==> src/rtl/qcd_pkg.sv <==
// Shared types and constants for the QOI chunk decoder.
`timescale 1ns / 1ps

package qcd_pkg;

	localparam int TABLE_ENTRIES_DEF = 64;
	localparam int COUNT_BITS_DEF = 32;
	localparam int CMD_Q_DEPTH = 2;
	localparam int RES_Q_DEPTH = 2;
	localparam int RUN_MAX = 62;

	localparam logic [7:0] TAG_RGB = 8'hfe;
	localparam logic [7:0] TAG_RGBA = 8'hff;

	localparam logic [1:0] CL_INDEX = 2'b00;
	localparam logic [1:0] CL_DIFF = 2'b01;
	localparam logic [1:0] CL_LUMA = 2'b10;
	localparam logic [1:0] CL_RUN = 2'b11;

	typedef enum logic [2:0] {
		OP_RGB,
		OP_RGBA,
		OP_INDEX,
		OP_DIFF,
		OP_LUMA,
		OP_RUN,
		OP_CUT
	} op_t;

	typedef enum logic [1:0] {
		ST_PIXEL = 2'd0,
		ST_CUT = 2'd1,
		ST_EARLY = 2'd2
	} status_t;

	typedef struct packed {
		op_t op;
		logic [31:0] arg;
		logic eod;
	} cmd_t;

	typedef struct packed {
		logic [7:0] a;
		logic [7:0] r;
		logic [7:0] g;
		logic [7:0] b;
		status_t status;
		logic lor;
		logic lp;
	} res_t;

endpackage

==> src/rtl/qcd_ram.sv <==
// Generic single-write, single-read RAM with registered read data.
`timescale 1ns / 1ps

module qcd_ram #(
	parameter int WIDTH = 32,
	parameter int DEPTH = 64
) (
	input  logic                     clk,
	input  logic                     we,
	input  logic [$clog2(DEPTH)-1:0] waddr,
	input  logic [WIDTH-1:0]         wdata,
	input  logic                     re,
	input  logic [$clog2(DEPTH)-1:0] raddr,
	output logic [WIDTH-1:0]         rdata
);

	logic [WIDTH-1:0] mem_q [DEPTH];

	always_ff @(posedge clk) begin
		if (we) begin
			mem_q[waddr] <= wdata;
		end
		if (re) begin
			rdata <= mem_q[raddr];
		end
	end

endmodule

==> src/rtl/qcd_fifo.sv <==
// Small flop-based FIFO for words between decoder stages.
`timescale 1ns / 1ps

module qcd_fifo #(
	parameter int WIDTH = 8,
	parameter int DEPTH = 2
) (
	input  logic             clk,
	input  logic             arst_n,
	input  logic             push,
	input  logic [WIDTH-1:0] wdata,
	output logic             full,
	input  logic             pop,
	output logic [WIDTH-1:0] rdata,
	output logic             empty
);

	localparam int PW = $clog2(DEPTH);
	localparam int CW = $clog2(DEPTH + 1);

	logic [WIDTH-1:0] mem_q [DEPTH];
	logic [PW-1:0] wr_ptr_q;
	logic [PW-1:0] rd_ptr_q;
	logic [CW-1:0] count_q;
	logic do_push;
	logic do_pop;

	assign full = count_q == CW'(DEPTH);
	assign empty = count_q == '0;
	assign do_push = push && !full;
	assign do_pop = pop && !empty;
	assign rdata = mem_q[rd_ptr_q];

	always_ff @(posedge clk or negedge arst_n) begin
		if (!arst_n) begin
			wr_ptr_q <= '0;
			rd_ptr_q <= '0;
			count_q <= '0;
		end else begin
			if (do_push) begin
				wr_ptr_q <= wr_ptr_q + PW'(1);
			end
			if (do_pop) begin
				rd_ptr_q <= rd_ptr_q + PW'(1);
			end
			if (do_push && !do_pop) begin
				count_q <= count_q + CW'(1);
			end else if (!do_push && do_pop) begin
				count_q <= count_q - CW'(1);
			end
		end
	end

	always_ff @(posedge clk) begin
		if (do_push) begin
			mem_q[wr_ptr_q] <= wdata;
		end
	end

endmodule

==> src/rtl/qcd_front.sv <==
// Front end: parses stream bytes into whole-chunk commands.
`timescale 1ns / 1ps

module qcd_front import qcd_pkg::*; (
	input  logic       clk,
	input  logic       arst_n,
	input  logic       accept,
	input  logic [7:0] data_byte,
	input  logic       end_of_data,
	output logic       cmd_vld,
	output cmd_t       cmd
);

	logic [2:0] pend_q, pend_d;
	logic [7:0] tag_q, tag_d;
	logic [31:0] col_q, col_d;
	logic [2:0] pos;
	logic rgba;

	always_comb begin
		pend_d = pend_q;
		tag_d = tag_q;
		col_d = col_q;
		cmd_vld = 1'b0;
		cmd.op = OP_CUT;
		cmd.arg = '0;
		cmd.eod = end_of_data;
		rgba = tag_q == TAG_RGBA;
		pos = rgba ? 3'd4 - pend_q : 3'd3 - pend_q;

		if (pend_q != 3'd0) begin
			if (tag_q[7:6] == CL_LUMA) begin
				cmd_vld = 1'b1;
				cmd.op = OP_LUMA;
				cmd.arg = {18'd0, tag_q[5:0], data_byte};
				pend_d = 3'd0;
			end else begin
				case (pos)
					3'd0: col_d[23:16] = data_byte;
					3'd1: col_d[15:8] = data_byte;
					3'd2: col_d[7:0] = data_byte;
					default: col_d[31:24] = data_byte;
				endcase
				pend_d = pend_q - 3'd1;
				if (pend_d == 3'd0) begin
					cmd_vld = 1'b1;
					cmd.op = rgba ? OP_RGBA : OP_RGB;
					cmd.arg = col_d;
				end
			end
		end else if (data_byte == TAG_RGB || data_byte == TAG_RGBA) begin
			tag_d = data_byte;
			pend_d = (data_byte == TAG_RGBA) ? 3'd4 : 3'd3;
		end else begin
			case (data_byte[7:6])
				CL_INDEX: begin
					cmd_vld = 1'b1;
					cmd.op = OP_INDEX;
					cmd.arg = 32'(data_byte[5:0]);
				end
				CL_DIFF: begin
					cmd_vld = 1'b1;
					cmd.op = OP_DIFF;
					cmd.arg = 32'(data_byte[5:0]);
				end
				CL_LUMA: begin
					tag_d = data_byte;
					pend_d = 3'd1;
				end
				default: begin
					cmd_vld = 1'b1;
					cmd.op = OP_RUN;
					cmd.arg = 32'(data_byte[5:0]);
				end
			endcase
		end

		// end of data: a chunk still open is reported as cut off
		if (end_of_data) begin
			if (pend_d != 3'd0) begin
				cmd_vld = 1'b1;
				cmd.op = OP_CUT;
				cmd.arg = '0;
			end
			pend_d = 3'd0;
			tag_d = 8'd0;
		end
	end

	always_ff @(posedge clk or negedge arst_n) begin
		if (!arst_n) begin
			pend_q <= 3'd0;
			tag_q <= 8'd0;
		end else if (accept) begin
			pend_q <= pend_d;
			tag_q <= tag_d;
		end
	end

	always_ff @(posedge clk) begin
		if (accept) begin
			col_q <= col_d;
		end
	end

endmodule

==> src/rtl/qcd_back.sv <==
// Back end: executes chunk commands, keeps pixel state and colour table.
`timescale 1ns / 1ps

module qcd_back import qcd_pkg::*; #(
	parameter int TABLE_ENTRIES = TABLE_ENTRIES_DEF,
	parameter int COUNT_BITS = COUNT_BITS_DEF
) (
	input  logic        clk,
	input  logic        arst_n,
	input  logic [31:0] pixel_count,
	input  cmd_t        cmd,
	input  logic        cmd_empty,
	output logic        cmd_pop,
	output res_t        res,
	output logic        res_push,
	input  logic        res_full
);

	localparam int TAB_AW = $clog2(TABLE_ENTRIES);

	function automatic logic [TAB_AW-1:0] hash(input logic [31:0] c);
		logic [11:0] s;
		s = 12'd3 * {4'h0, c[23:16]} + 12'd5 * {4'h0, c[15:8]} +
			12'd7 * {4'h0, c[7:0]} + 12'd11 * {4'h0, c[31:24]};
		return s[TAB_AW-1:0];
	endfunction

	// persistent state
	logic [31:0] prev_q;
	logic [COUNT_BITS-1:0] done_q;
	logic cmpl_q;
	logic [TABLE_ENTRIES-1:0] tvalid_q;

	// execute stage
	logic vld_s2;
	logic first_s2;
	logic tail_s2;
	logic [5:0] cnt_s2;
	logic len62_s2;
	cmd_t cmd_s2;
	logic byp_s2;
	logic tv_s2;
	logic [31:0] bdat_s2;

	logic [31:0] ram_rdata;
	logic [31:0] idx_col;
	logic [31:0] new_col;
	logic [7:0] pa, pr, pg, pb, dg;
	logic [COUNT_BITS-1:0] pcm, done_p1, done_p2;
	logic is_lp, nxt_lp, is_cut, pix_ph, stop, need_tail, need_out, item_done, reinit;
	logic tab_we;
	logic [TAB_AW-1:0] tab_waddr;
	logic [TAB_AW-1:0] rd_addr;

	qcd_ram #(
		.WIDTH(32),
		.DEPTH(TABLE_ENTRIES)
	) u_table (
		.clk   (clk),
		.we    (tab_we),
		.waddr (tab_waddr),
		.wdata (new_col),
		.re    (cmd_pop),
		.raddr (rd_addr),
		.rdata (ram_rdata)
	);

	always_comb begin
		pcm = COUNT_BITS'(pixel_count);
		done_p1 = done_q + COUNT_BITS'(1);
		done_p2 = done_q + COUNT_BITS'(2);
		is_lp = done_p1 == pcm;
		nxt_lp = done_p2 == pcm;

		idx_col = byp_s2 ? bdat_s2 : (tv_s2 ? ram_rdata : 32'd0);
		pa = prev_q[31:24];
		pr = prev_q[23:16];
		pg = prev_q[15:8];
		pb = prev_q[7:0];
		dg = {2'b00, cmd_s2.arg[13:8]} - 8'd32;

		case (cmd_s2.op)
			OP_RGB: new_col = {pa, cmd_s2.arg[23:0]};
			OP_RGBA: new_col = cmd_s2.arg;
			OP_INDEX: new_col = idx_col;
			OP_DIFF: new_col = {pa,
				pr + {6'd0, cmd_s2.arg[5:4]} - 8'd2,
				pg + {6'd0, cmd_s2.arg[3:2]} - 8'd2,
				pb + {6'd0, cmd_s2.arg[1:0]} - 8'd2};
			OP_LUMA: new_col = {pa,
				pr + dg + {4'd0, cmd_s2.arg[7:4]} - 8'd8,
				pg + dg,
				pb + dg + {4'd0, cmd_s2.arg[3:0]} - 8'd8};
			default: new_col = prev_q;
		endcase

		is_cut = cmd_s2.op == OP_CUT;
		pix_ph = !is_cut && !tail_s2;
		// a full run on the last byte leaves room for the early-end word
		stop = is_lp || cnt_s2 == 6'd1 ||
			(len62_s2 && cmd_s2.eod && cnt_s2 == 6'd2 && !nxt_lp);
		need_tail = stop && cmd_s2.eod && !is_lp;
		need_out = vld_s2 && !cmpl_q;
		res_push = need_out && !res_full;

		if (pix_ph) begin
			res.a = new_col[31:24];
			res.r = new_col[23:16];
			res.g = new_col[15:8];
			res.b = new_col[7:0];
			res.status = ST_PIXEL;
			res.lor = stop && !need_tail;
			res.lp = is_lp;
		end else begin
			res.a = 8'd0;
			res.r = 8'd0;
			res.g = 8'd0;
			res.b = 8'd0;
			res.status = is_cut ? ST_CUT : ST_EARLY;
			res.lor = 1'b1;
			res.lp = 1'b0;
		end

		item_done = vld_s2 && (cmpl_q || (res_push && (!pix_ph || (stop && !need_tail))));
		reinit = item_done && cmd_s2.eod;
		tab_we = res_push && pix_ph && first_s2;
		tab_waddr = hash(new_col);
		cmd_pop = !cmd_empty && (!vld_s2 || item_done);
		rd_addr = cmd.arg[TAB_AW-1:0];
	end

	always_ff @(posedge clk or negedge arst_n) begin
		if (!arst_n) begin
			prev_q <= 32'hff00_0000;
			done_q <= '0;
			cmpl_q <= 1'b0;
			tvalid_q <= '0;
		end else if (reinit) begin
			prev_q <= 32'hff00_0000;
			done_q <= '0;
			cmpl_q <= 1'b0;
			tvalid_q <= '0;
		end else begin
			if (tab_we) begin
				prev_q <= new_col;
				tvalid_q[tab_waddr] <= 1'b1;
			end
			if (res_push && pix_ph) begin
				done_q <= done_p1;
				if (is_lp) begin
					cmpl_q <= 1'b1;
				end
			end
		end
	end

	always_ff @(posedge clk or negedge arst_n) begin
		if (!arst_n) begin
			vld_s2 <= 1'b0;
			first_s2 <= 1'b0;
			tail_s2 <= 1'b0;
			cnt_s2 <= 6'd0;
			len62_s2 <= 1'b0;
		end else if (cmd_pop) begin
			vld_s2 <= 1'b1;
			first_s2 <= 1'b1;
			tail_s2 <= 1'b0;
			cnt_s2 <= (cmd.op == OP_RUN) ? cmd.arg[5:0] + 6'd1 : 6'd1;
			len62_s2 <= (cmd.op == OP_RUN) && (cmd.arg[5:0] == 6'(RUN_MAX - 1));
		end else begin
			if (item_done) begin
				vld_s2 <= 1'b0;
			end
			if (res_push) begin
				first_s2 <= 1'b0;
				if (pix_ph) begin
					cnt_s2 <= cnt_s2 - 6'd1;
				end
				if (pix_ph && need_tail) begin
					tail_s2 <= 1'b1;
				end
			end
		end
	end

	// table read resolves against a same-cycle write or clear
	always_ff @(posedge clk) begin
		if (cmd_pop) begin
			cmd_s2 <= cmd;
			byp_s2 <= !reinit && tab_we && (tab_waddr == rd_addr);
			tv_s2 <= !reinit && tvalid_q[rd_addr];
			bdat_s2 <= new_col;
		end
	end

endmodule

==> src/rtl/qoi_chunk_decoder.sv <==
// Top level of the QOI chunk decoder: byte stream in, ARGB pixels out.
//
// Channel   Direction  Handshake               Word
// input     in         push / full             data_byte, end_of_data
// result    out        empty / pop             alpha, red, green, blue, status,
//                                              last_of_run, last_pixel
// config    in         cfg_write (no stall)    cfg_data = pixel_count
//
// One byte per cycle is taken while the 2-word command queue has room.
// A byte that yields one pixel holds the execute stage for that pixel; a run
// byte holds it until every emitted pixel and any early-end word are pushed.
// A result is registered in the command queue, the execute stage and the result queue.
// Reset is asynchronous; table valid flags clear at once, no clearing pass.
`timescale 1ns / 1ps

module qoi_chunk_decoder import qcd_pkg::*; #(
	parameter int TABLE_ENTRIES = TABLE_ENTRIES_DEF,
	parameter int COUNT_BITS = COUNT_BITS_DEF
) (
	input  logic        clk,
	input  logic        arst_n,
	input  logic        cfg_write,
	input  logic [31:0] cfg_data,
	input  logic        push,
	output logic        full,
	input  logic [7:0]  data_byte,
	input  logic        end_of_data,
	output logic        empty,
	input  logic        pop,
	output logic [7:0]  alpha,
	output logic [7:0]  red,
	output logic [7:0]  green,
	output logic [7:0]  blue,
	output logic [1:0]  status,
	output logic        last_of_run,
	output logic        last_pixel
);

	logic [31:0] pixel_count_q;
	logic accept;
	logic fe_vld;
	cmd_t fe_cmd;
	cmd_t cq_head;
	logic cq_full;
	logic cq_empty;
	logic cq_pop;
	res_t be_res;
	logic be_push;
	logic rq_full;
	res_t rq_head;

	always_ff @(posedge clk or negedge arst_n) begin
		if (!arst_n) begin
			pixel_count_q <= 32'd1;
		end else if (cfg_write) begin
			pixel_count_q <= cfg_data;
		end
	end

	assign full = cq_full;
	assign accept = push && !cq_full;

	qcd_front u_front (
		.clk         (clk),
		.arst_n      (arst_n),
		.accept      (accept),
		.data_byte   (data_byte),
		.end_of_data (end_of_data),
		.cmd_vld     (fe_vld),
		.cmd         (fe_cmd)
	);

	qcd_fifo #(
		.WIDTH($bits(cmd_t)),
		.DEPTH(CMD_Q_DEPTH)
	) u_cmd_q (
		.clk    (clk),
		.arst_n (arst_n),
		.push   (accept && fe_vld),
		.wdata  (fe_cmd),
		.full   (cq_full),
		.pop    (cq_pop),
		.rdata  (cq_head),
		.empty  (cq_empty)
	);

	qcd_back #(
		.TABLE_ENTRIES(TABLE_ENTRIES),
		.COUNT_BITS(COUNT_BITS)
	) u_back (
		.clk         (clk),
		.arst_n      (arst_n),
		.pixel_count (pixel_count_q),
		.cmd         (cq_head),
		.cmd_empty   (cq_empty),
		.cmd_pop     (cq_pop),
		.res         (be_res),
		.res_push    (be_push),
		.res_full    (rq_full)
	);

	qcd_fifo #(
		.WIDTH($bits(res_t)),
		.DEPTH(RES_Q_DEPTH)
	) u_res_q (
		.clk    (clk),
		.arst_n (arst_n),
		.push   (be_push),
		.wdata  (be_res),
		.full   (rq_full),
		.pop    (pop),
		.rdata  (rq_head),
		.empty  (empty)
	);

	assign alpha = rq_head.a;
	assign red = rq_head.r;
	assign green = rq_head.g;
	assign blue = rq_head.b;
	assign status = rq_head.status;
	assign last_of_run = rq_head.lor;
	assign last_pixel = rq_head.lp;

endmodule

==> config.mk <==
export PLATFORM = sky130hd
export DESIGN_NAME = qoi_chunk_decoder
export DESIGN_NICKNAME = d
export VERILOG_FILES = /design/src/rtl/qcd_pkg.sv /design/src/rtl/qcd_ram.sv /design/src/rtl/qcd_fifo.sv /design/src/rtl/qcd_front.sv /design/src/rtl/qcd_back.sv /design/src/rtl/qoi_chunk_decoder.sv
export SDC_FILE = /design/constraint.sdc
export NUM_CORES = 2
export LEC_CHECK = 0
export ABC_AREA = 1
export BUFFER_PORTS_ARGS = -buffer_cell sky130_fd_sc_hd__buf_2
export CORE_MARGIN = 1.5
export CORE_UTILIZATION = 46
export DETAILED_ROUTE_END_ITERATION = 10
export SYNTH_ARGS = -nofsm -noshare
export SYNTH_HDL_FRONTEND = slang
export SYNTH_SLANG_ARGS = --single-unit
==> constraint.sdc <==
create_clock -name clk -period 14.4 [get_ports clk]
set_input_delay 1.44 -clock clk [delete_from_list [all_inputs] [get_ports clk]]
set_output_delay 1.44 -clock clk [all_outputs]
set_load 0.01 [all_outputs]
== Word-level counts from Yosys, hierarchy flattened ==
Memory sizes are Yosys's and may differ from the RTL's. A register that Yosys moved wholly into a read port is not among the register bits.
Cells that the tools add are included.

* Add/subtract/negate cells: 32
* Multipliers: 4
* Magnitude comparators: 3
* Eq/ne operators: 23
* Multiplexer cells: 69
* Bitwise logic cells: 2
* Reductions and logical operators: 78

{| class="wikitable"
|+ Operators with widths
! operator !! number
|-
| two-way mux 35 bit || 6
|-
| two-way mux 32 bit || 6
|-
| one-hot mux 32 bit (5 select lines) || 1
|-
| two-way mux 64 bit || 2
|-
| one-hot mux 35 bit (3 select lines) || 1
|-
| equality test 32 bit || 2
|-
| two-way mux 8 bit || 8
|-
| OR 64 bit || 1
|-
| two-way mux 36 bit || 1
|-
| adder 32 x 1 -> 32 bit (second input constant) || 1
|-
| adder 32 x 2 -> 32 bit (second input constant) || 1
|-
| logical AND 1 bit || 31
|-
| two-way mux 1 bit || 26
|-
| adder 8 x 2 -> 8 bit || 3
|-
| adder 8 bit || 3
|-
| equality test 8 bit (second input constant) || 3
|-
| two-way mux 6 bit || 4
|-
| subtractor 8 x 2 -> 8 bit (second input constant) || 3
|-
| two-way mux 3 bit || 7
|-
| adder 6 bit || 3
|-
| nonzero test 2 bit || 9
|-
| logical NOT 1 bit || 17
|-
| adder 8 x 4 -> 8 bit || 2
|-
| multiplier 3 x 8 -> 6 bit (first input constant) || 2
|-
| other kinds (35) || 68
|}

* Register bits: 292
* Bits in writable memories: 2192
* Memories: 3

{| class="wikitable"
|+ Memories
! memory !! depth !! width !! read ports !! clocked after memory_dff !! write ports !! line !! source
|-
| u_back.u_table.mem_q || 64 || 32 || 1 || 1 || 1 || qcd_ram.sv:17 || <nowiki>logic [WIDTH-1:0] mem_q [DEPTH];</nowiki>
|-
| u_cmd_q.mem_q || 2 || 36 || 1 || 0 || 1 || qcd_fifo.sv:21 || <nowiki>logic [WIDTH-1:0] mem_q [DEPTH];</nowiki>
|-
| u_res_q.mem_q || 2 || 36 || 1 || 0 || 1 || qcd_fifo.sv:21 ||
|}

== Logic depth before layout (Yosys ltp) ==
* Depth after elaboration: 19
* Depth in mapped cells: 38
* Gate-level depth less buffers: 37

== Modules after synthesis ==
A second synthesis with hierarchy kept.

* Cells, all modules: 10108
* Area total of the unflattened synthesis: 109958.0 µm²

{| class="wikitable"
|+ Modules (own cells, without submodules)
! module !! times used !! cells each !! area an instance (µm²)
|-
| qcd_ram || 1 || 6769 || 83058.4
|-
| qcd_back || 1 || 2417 || 17081.4
|-
| qcd_fifo || 2 || 219 || 2846.5
|-
| qcd_front || 1 || 343 || 2812.7
|-
| qoi_chunk_decoder || 1 || 141 || 1312.5
|}

== Worst setup path after synthesis ==
No wires, ideal clock.

* Path type: reg2reg
* From: reg u_back.cmd_s2[11] (netlist name)
* To: mem u_back.u_table.mem_q[76][0] (netlist: u_back.u_table.mem_q[38][0]), enable pin
* Setup time: 0.387 ns
* Arrival: 8.741 ns
* Setup slack: 5.272 ns
* Stages on the path, launching flop included: 30
* Buffers on the path: 1
* Cells stage by stage: edfxtp_1 -> inv_1 -> fa_1 -> inv_1 -> ha_1 -> ha_1 -> fa_1 -> o22ai_1 -> a31oi_1 -> inv_1 -> fa_1 -> fa_1 -> fa_1 -> fa_1 -> inv_1 -> ha_1 -> nand2_1 -> nand2_1 -> a31oi_1 -> or2_2 -> nand2_1 -> nand3_1 -> nand2_1 -> nand2_1 -> nand3_1 -> nand3_1 -> nand2_2 -> buf_6 -> nand4_1 -> inv_1

* Cells in the longest elaborated chain, start to end: 9
* Elaborated cells on any way between the ends: 15
* Those cells by class: 11 x add/sub; 3 x mul; 1 x mux

{| class="wikitable"
|+ Ends and longest elaborated chain
! what !! line !! source
|-
| from (decl) || qcd_back.sv:40 || <nowiki>cmd_t cmd_s2;</nowiki>
|-
| from (signal assigned) || qcd_back.sv:189 || <nowiki>cmd_s2 <= cmd;</nowiki>
|-
| subtractor 6 x 6 -> 7 bit || qcd_back.sv:80 || <nowiki>dg = {2'b00, cmd_s2.arg[13:8]} - 8'd32;</nowiki>
|-
| adder 8 bit || qcd_back.sv:91 || <nowiki>pr + dg + {4'd0, cmd_s2.arg[7:4]} - 8'd8,</nowiki>
|-
| adder 8 x 4 -> 8 bit || qcd_back.sv:91 ||
|-
| subtractor 8 x 4 -> 8 bit || qcd_back.sv:91 ||
|-
| one-hot mux 32 bit (5 select lines) || qcd_back.sv:82 || <nowiki>case (cmd_s2.op)</nowiki>
|-
| named net u_back.new_col[19] || qcd_back.sv:47 || <nowiki>logic [31:0] new_col;</nowiki>
|-
| multiplier 2 x 8 -> 6 bit || qcd_back.sv:23 || <nowiki>s = 12'd3 * {4'h0, c[23:16]} + 12'd5 * {4'h0, c[15:8]} +</nowiki>
|-
| adder 6 bit (2 in series) || qcd_back.sv:23 ||
|-
| adder 6 bit || qcd_back.sv:24 || <nowiki>12'd7 * {4'h0, c[7:0]} + 12'd11 * {4'h0, c[31:24]};</nowiki>
|-
| to (decl) || qcd_ram.sv:17 ||
|}

The timed path passes the listed nets, and every way through them passes these cells.

== Final worst setup path ==
* From: reg u_back.cmd_s2[10] (netlist name)
* To: mem u_back.u_table.mem_q[0][5], enable pin

* Elaborated cells on any way between the ends: 15
* Those cells by class: 11 x add/sub; 3 x mul; 1 x mux

{| class="wikitable"
|+ RTL lines
! what !! line !! source
|-
| subtractor 6 x 6 -> 7 bit || qcd_back.sv:80 ||
|-
| adder 8 bit || qcd_back.sv:93 || <nowiki>pb + dg + {4'd0, cmd_s2.arg[3:0]} - 8'd8};</nowiki>
|-
| adder 8 x 4 -> 8 bit || qcd_back.sv:93 ||
|-
| subtractor 8 x 4 -> 8 bit || qcd_back.sv:93 ||
|-
| one-hot mux 32 bit (5 select lines) || qcd_back.sv:82 ||
|-
| named net u_back.new_col[3] || qcd_back.sv:47 ||
|-
| multiplier 3 x 8 -> 6 bit || qcd_back.sv:24 ||
|-
| adder 6 bit || qcd_back.sv:23 ||
|-
| adder 6 bit || qcd_back.sv:24 ||
|}

The timed path passes the listed nets, and every way through them passes these cells.

==> results.toml <==
[outcome]
outcome = "complete, no violations"

[clock_network]
cts_root_buf = "clkbuf_16"
numClockSinks = 2516
cts_buffers = 280
cts_tree = "yes"
clk_latency_ns = 0.95
clockBufferDepth = 4
h-tree-depth = 5
cts.repair.resized = 0
clk_pin_slew_ns = 0.06
post_cts_buffers = 0
ctsHoldBuffers = 0

[final_layout]
area_growth_pct = 11.26
final_nets = 8845
drive_gt1_share_pct = 9.161

[logic_synthesis]
synthFlopType = "edfxtp_1"
synth-simple-area-share_pct = 10.90
synth_compound_area_share_pct = 11.71
synth-seq-area-share_pct = 70.70
avgSynthCellArea_um2 = 12.12
synth_xor_area_share_pct = 0.9011
synthAdderAreaFrac_pct = 1.781
yosys.cell_types.count = 60
synthMuxAreaShare_pct = 0.1067
async_reset_ff_share_pct = 7.552
synth-edff-count = 2326
syn-num-nets = 8884
yosys_warnings = 0
synthCells = 8710
synth_top_family_by_area = "compound AO/OA/AOI/OAI gates"
synth_seq_cells = 2516
syn-cell-area_um2 = 105500

[critical_path]
crit_type = "flip-flop to flip-flop"
cp-end-kind = "flip-flop"
startpoint_type = "flip-flop"
crit_arrival_ns = 10.07
ff2ff_path_depth = 34
cp_max_fo = 70
cp.required_ns = 14.94
cp_slowest_cell = "inv_2"
slowest_delay_ns = 0.73

[route]
drt-total-wl_mm = 325.0
first_pass_iters = 6
vias_per_cell = 6.023
antenna_left = 0
drcViolationCount = 0
avgRoutedWirePerCell_um = 27.33
drt_iter0_markers = 9216
dr_total_vias = 71624

[sta]
hold_viol = 0
rsz0062_at_grt = "no"
fin_crit_sh_pct = 66.17
slew_headroom_pct = 17.35
setup_viol = 0
drv_slew = 0
fin_setup_tns_ns = 0
worst_slew_pin_slew_ns = 1.240
fin_skew_ns = 0.07722
fmax_ghz = 0.1050
final.min_clock_period_ns = 9.528

[placement]
place.gp.congestion = 0.9684
port_buffers = 83
dp_hpwl_mm = 189.5

[run]
max_cap_violations = 0

[global_route]
grt_antenna_before_repair = 25
grt_pass1_vias = 66864
grt_pass1_wl_mm = 466.6
grt_use_total_pct = 27.47
grt_max_degree = 197
grt_overflow_total = 0

[floorplan]
die_w_um = 482.0
initial_core_util_pct = 46.34
dieArea_um2 = 232300
io_pins = 84
std_cell_rows = 175
fp.dieH_um = 482.0
coreArea_um2 = 227700

[worst_hold_path]
holdPathStages = 2
hp-class = "flip-flop to flip-flop"
## critical path, delay by kind of cell, from the launching register on
kind / cells / cell delay (ns)
AND/OR/NAND/NOR: 13 / 2.08
buffers and inverters: 9 / 2.05
flip-flops: 1 / 0.43
adder cells (fa/ha/maj): 10 / 4.40
AO/OA/AOI/OAI: 2 / 0.15
## metrics by stage
step | hold slack (ns) | setup WS (ns) | utilization [%] | cell area, um2 | cells
floorplan | 0.4591 | 5.272 | - | 105500 | 8710
global route | 0.5172 | 4.407 | 51.56 | 117400 | 11887
detailed placement | 0.4941 | 4.998 | 47.83 | 108900 | 11398
finish | 0.5032 | 4.872 | 51.56 | 117400 | 11891
global placement | 0.4890 | 4.947 | 47.83 | 108900 | 11398
CTS | 0.5024 | 4.956 | 51.56 | 117400 | 11884
## cell usage in the layout (no fill, tap or decap), types with 33 or more instances in the layout
master        n
nor2_1     1260
buf_4       127
clkinv_1     74
clkinv_2     48
o21ai_0    1200
inv_2        76
a21oi_1     164
a32o_1       33
inv_1       413
edfxtp_1   2326
o22ai_1     311
xnor2_1      40
clkbuf_16   286
ha_1         91
nand2_1     943
clkbuf_1     57
o211ai_1     50
fa_1         36
nand4_1     139
dfrtp_1     181
buf_2        82
o221ai_1    223
xor2_1       65
nand3_1     312
## area by class of cell
cell class / count / area [um2]
fillers: 19523 / 110300
flip-flops and latches: 2516 / 74610
multi-input cells: 5135 / 27020
clock buffers: 349 / 7453
well taps: 3009 / 3765
inverters: 520 / 1997
repair buffers: 218 / 1538
clock inverters: 137 / 1020
diodes: 7 / 17.52
## path summary, 6_finish.rpt
kind | startpoint | endpoint | slack [ns]
min in group asynchronous | arst_n | u_back.done_q[31] | 0.58
worst min register to register | u_back.prev_q[25] | u_back.prev_q[25] | 0.50
worst min-delay path | u_back.prev_q[25] | u_back.prev_q[25] | 0.50
max in group asynchronous | arst_n | u_cmd_q.wr_ptr_q | 12.27
worst max register to register | u_back.cmd_s2[10] | u_back.u_table.mem_q[0][5] | 4.87
worst max-delay path | u_back.cmd_s2[10] | u_back.u_table.mem_q[0][5] | 4.87
## per-layer routing
metal,vias to the layer above,wire [um],global-route usage (%)
met3,659,32510,5.649
li1,31610,-,-
met2,3638,142200,40.25
met1,35701,135000,39.79
met4,16,15040,11.82
met5,-,151,0
## registers in the layout, indices dropped and copies added, names as in the netlist, 3 cells and up
name	cells
u_front.pend_q	3
u_back.cnt_s2	6
u_front.col_q	32
u_back.u_table.mem_q	2048
u_front.tag_q	8
u_back.prev_q	32
u_res_q.mem_q	72
u_back.done_q	32
u_back.bdat_s2	32
u_back.u_table.rdata	32
u_cmd_q.mem_q	72
u_back.tvalid_q	64
u_back.cmd_s2	36
pixel_count_q	32
## cells by family (layout without fill, tap and decap cells)
family                     Yosys count  after routing
AOI/OAI and AO/OA                 2107           2107
xor gates and xnor gates           107            107
adders and majority gates          128            128
buffers and inverters             1059           1224
DFF                               2516           2516
muxes                               10             10
other                                0              7
and+or+nand+nor                   2783           2783
## cells in the mapped netlist (139+ instances only)
cell	n	area, um2
a21oi_1	164	820.8
clkbuf_1	451	1693
dfrtp_1	181	4529
edfxtp_1	2326	69850
inv_1	494	1854
nand2_1	948	3558
nand3_1	313	1567
nand4_1	139	869.6
nor2_1	1277	4793
o21ai_0	1202	6016
o221ai_1	223	1953
o22ai_1	311	1946
Power is not shown: default switching activity piles up to over one toggle a cycle in this logic, so the estimate is an artifact.
